`config.mk`:
```
export PLATFORM = sky130hd
export DESIGN_NAME = pn3d_ram
export DESIGN_NICKNAME = d
export VERILOG_FILES = /design/src/pn3d_ram.sv
export SDC_FILE = /design/constraint.sdc
export NUM_CORES = 2
export LEC_CHECK = 0
export BUFFER_PORTS_ARGS = -buffer_cell sky130_fd_sc_hd__clkbuf_2
export CAP_MARGIN = 20
export CELL_PAD_IN_SITES_DETAIL_PLACEMENT = 0
export CELL_PAD_IN_SITES_GLOBAL_PLACEMENT = 1
export CORE_UTILIZATION = 40
export CTS_CLUSTER_SIZE = 10
export DETAILED_ROUTE_END_ITERATION = 6
export GPL_ROUTABILITY_DRIVEN = 0
export PLACE_DENSITY = 0.66
export SLEW_MARGIN = 20
export SYNTH_ARGS = -nofsm -noshare
export SYNTH_HDL_FRONTEND = slang
export SYNTH_SLANG_ARGS = --single-unit
```
`constraint.sdc`:
```
create_clock -name clk -period 6.7 [get_ports clk]
set_input_delay 1.34 -clock clk [delete_from_list [all_inputs] [get_ports clk]]
set_output_delay 1.34 -clock clk [all_outputs]
set_load 0.02 [all_outputs]
```
`src/pn3d_ram.sv`:
```
// generic ram, one write port and two registered read ports
module pn3d_ram #(
    parameter int WIDTH = 8,
    parameter int DEPTH = 256
) (
    input  logic                     clk,
    input  logic                     we,
    input  logic [$clog2(DEPTH)-1:0] waddr,
    input  logic [WIDTH-1:0]         wdata,
    input  logic                     re,
    input  logic [$clog2(DEPTH)-1:0] raddr_a,
    input  logic [$clog2(DEPTH)-1:0] raddr_b,
    output logic [WIDTH-1:0]         rdata_a,
    output logic [WIDTH-1:0]         rdata_b
);

    logic [WIDTH-1:0] mem [DEPTH];

    always_ff @(posedge clk) begin
        if (we) begin
            mem[waddr] <= wdata;
        end
        if (re) begin
            rdata_a <= mem[raddr_a];
            rdata_b <= mem[raddr_b];
        end
    end

endmodule
```
==> results.cfg <==
[yosys]
synth_xor_area_share_pct = 0
synthAdderAreaFrac_pct = 0
yosys_warnings = 0
ys_ff_latch = 2064
muxShareOfSynthArea_pct = 27.24
synth_ff_type = edfxtp_1
avgSynthCellArea_sq_um = 20.04
yosys.area_share.simple_pct = 2.691
synth_top_family_by_area = multiplexers
ys_types = 64
yosysSeqAreaShare_pct = 63.81
synth-compound-area-share_pct = 3.533
synthArstFlopShare_pct = 0
synth_edf_count = 2064
netlist_instances = 4847
synthesis.area_sq_mm = 0.09713
synth_fp_nets = 4882

[clocking]
path_clk_slew_ps = 60
cts_buffer_depth = 3
cts_made_buffers = 232
postCtsSetupBuffers = 0
h-tree-depth = 4
cts_tree = yes
clk_latency_ps = 890
cts_resized = 0
cts.sinks = 2064
cts_root_buf = clkbuf_16
cts_hold_buffers = 0

[sta]
period_minus_slack_ps = 4574
worstMarginPinSlew_ps = 1237
hold_violations = 0
setup_violations = 0
slew_viol_final = 0
final.setup_skew_ps = 50.98
rsz0062_at_grt = no
relSlewSlack_pct = 17.41
tns_ps = 0
min_period_over_period_pct = 68.27
fmax_mhz = 218.6

[worst_setup_path]
endpoint_kind = flop
cp_data_arrival_time_ps = 5140
startpoint = raddr_a[0]
cp_max_fo = 60
critPathLaunchType = input pin
required_ps = 7270
crit_type = input pin to flop
timing.rr.start = mem[103][3]$_DFFE_PP_

[detailed_routing]
drc = 0
antenna_left = 0
avgRoutedWirePerCell_um = 39.25
vias = 54930
drt_pre_antenna_iters = 5
drt-vias-per-instance = 6.663
drtIter0Drc = 7872
routed_wl_mm = 323.6

[outcome]
status = complete, no violations

[cells_and_area]
drive_above_1_share_pct = 33.66
stdcell_area_sq_mm = 0.1078
fin_cells = 8245
fin_nets = 5011
nFillCells = 20400
syn_to_final_growth_pct = 10.95
final_cell_mix = edfxtp_1 (2064), mux4_2 (1051), nor2_1 (264)
layout.cells.most_common = edfxtp_1

[flow_run]
drv_cap = 0

[pwr]
fin_total_pwr_mw = 28.10
p_leak_nw = 33.18
pwr_density_cell_mw_per_mm2 = 260.7
ir_drop_mv = 0.2932

[placement]
io_buffers = 50
dpl-instance-area_sq_mm = 0.1013
dp_hpwl_mm = 207.9
place_inst = 7924

[hold_path]
hp-start = wdata[6]
hold_class = input pin to flop

[global_route]
grt_max_degree = 199
grt_pass1_wl_mm = 449.7
grt_pass1_vias = 55270
antenna_found_initial = 21
gr-usage-all-layers_pct = 26.53
gr-total-overflow = 0

[floorplanning]
io_pins = 51
die-area_sq_mm = 0.2448
core-area_sq_mm = 0.2410
rows = 180
initial_utilization_pct = 40.31
die_w_um = 494.8
die_h_um = 494.8
==> logic make-up (layout without fill, tap and decap cells) <==
| kind of cell | Yosys count | count (layout) |
|---|---|---|
| and+or+nand+nor | 591 | 591 |
| muxes | 1325 | 1325 |
| DFF | 2064 | 2064 |
| AOI/OAI and AO/OA | 466 | 466 |
| other | 0 | 9 |
| buffers and inverters | 401 | 605 |
==> where the power goes <==
part	switching (mW)	leakage [nW]	internal (mW)
logic	1.55	11.5	0.913
clock network	5.07	3.09	6.24
registers	0.0521	18.6	14.3
total	6.68	33.2	21.4
==> layer usage <==
metal  vias up  share of wire (%)  GRT usage, %
met4        14                4.0         9.513
li1      21250                  -             -
met3       562                 10         6.317
met5         -              0.028             0
met2      3273                 47         41.29
met1     29840                 39         36.43
==> final cells by class <==
class	count	area (sq um)	share of cell area, %
clock inverter	31	371.6	0.3448
multi-input combinational	2382	32670	30.32
inverter	6	26.28	0.02438
timing repair buffer	290	2688	2.494
tap	3185	3985	3.698
clock buffer	278	6021	5.587
sequential	2064	61980	57.51
antenna	9	22.52	0.02090
==> synthesized netlist by cell type, types with 4 or more instances <==
cell | instances | area share (%)
edfxtp_1 | 2064 | 64
mux4_2 | 1051 | 24
nor2_1 | 298 | 1.2
mux2i_1 | 236 | 2.4
clkbuf_1 | 137 | 0.53
nand2_1 | 114 | 0.44
buf_2 | 104 | 0.54
a21oi_1 | 79 | 0.41
o221ai_1 | 65 | 0.59
a22oi_1 | 62 | 0.48
nand3_1 | 52 | 0.27
o22ai_1 | 48 | 0.31
buf_6 | 44 | 0.51
buf_4 | 42 | 0.32
mux2_2 | 38 | 0.44
buf_8 | 35 | 0.54
o21ai_0 | 34 | 0.18
a221oi_1 | 32 | 0.29
a211oi_1 | 28 | 0.22
nor2b_1 | 27 | 0.17
buf_1 | 25 | 0.097
a22o_1 | 22 | 0.20
nor3_1 | 21 | 0.11
nand4_1 | 13 | 0.084
o211ai_1 | 13 | 0.10
and2_1 | 12 | 0.077
nand2b_1 | 11 | 0.071
o31ai_1 | 11 | 0.085
a221o_1 | 10 | 0.10
a2bb2oi_1 | 9 | 0.081
buf_12 | 8 | 0.16
nor3b_1 | 7 | 0.054
nor4_1 | 7 | 0.045
a211o_1 | 6 | 0.054
nand3b_1 | 6 | 0.046
or2_2 | 6 | 0.039
a221oi_2 | 5 | 0.077
and3_1 | 5 | 0.032
and3b_1 | 5 | 0.045
o21bai_1 | 5 | 0.039
a31oi_1 | 4 | 0.026
a32o_1 | 4 | 0.041
clkinv_1 | 4 | 0.015
o2111ai_1 | 4 | 0.036
==> sequential cells by signal (all words and copies together), names as in the netlist <==
name,count
mem,2048
rdata_a,8
rdata_b,8
==> worst paths after layout <==
check | end | slack [ps] | cells past startpoint
worst max-delay path | rdata_a[3]$_DFFE_PP_ | 2130 | 8
worst min-delay path | mem[208][6]$_DFFE_PP_ | 1020 | 1
worst max register to register | rdata_a[3]$_DFFE_PP_ | 3590 | 6
worst min register to register | rdata_b[7]$_DFFE_PP_ | 1080 | 4
==> worst max-delay path, stage by stage <==
cell,delay (ps)
buf_8,650
buf_12,440
mux4_2,570
mux4_2,560
nand2_1,170
o31ai_1,190
o21ai_0,890
a211oi_1,100
==> per-stage QoR <==
step	hold WS [ps]	worst slack (ps)	utilization, %
detailed placement	1070	1185	42.03
global route	1004	2105	44.71
finish	1021	2126	44.72
global placement	1085	1135	41.97
CTS	956.8	2135	44.69
floorplan	902.7	3182	-
Power figures use the tool's default switching activity.
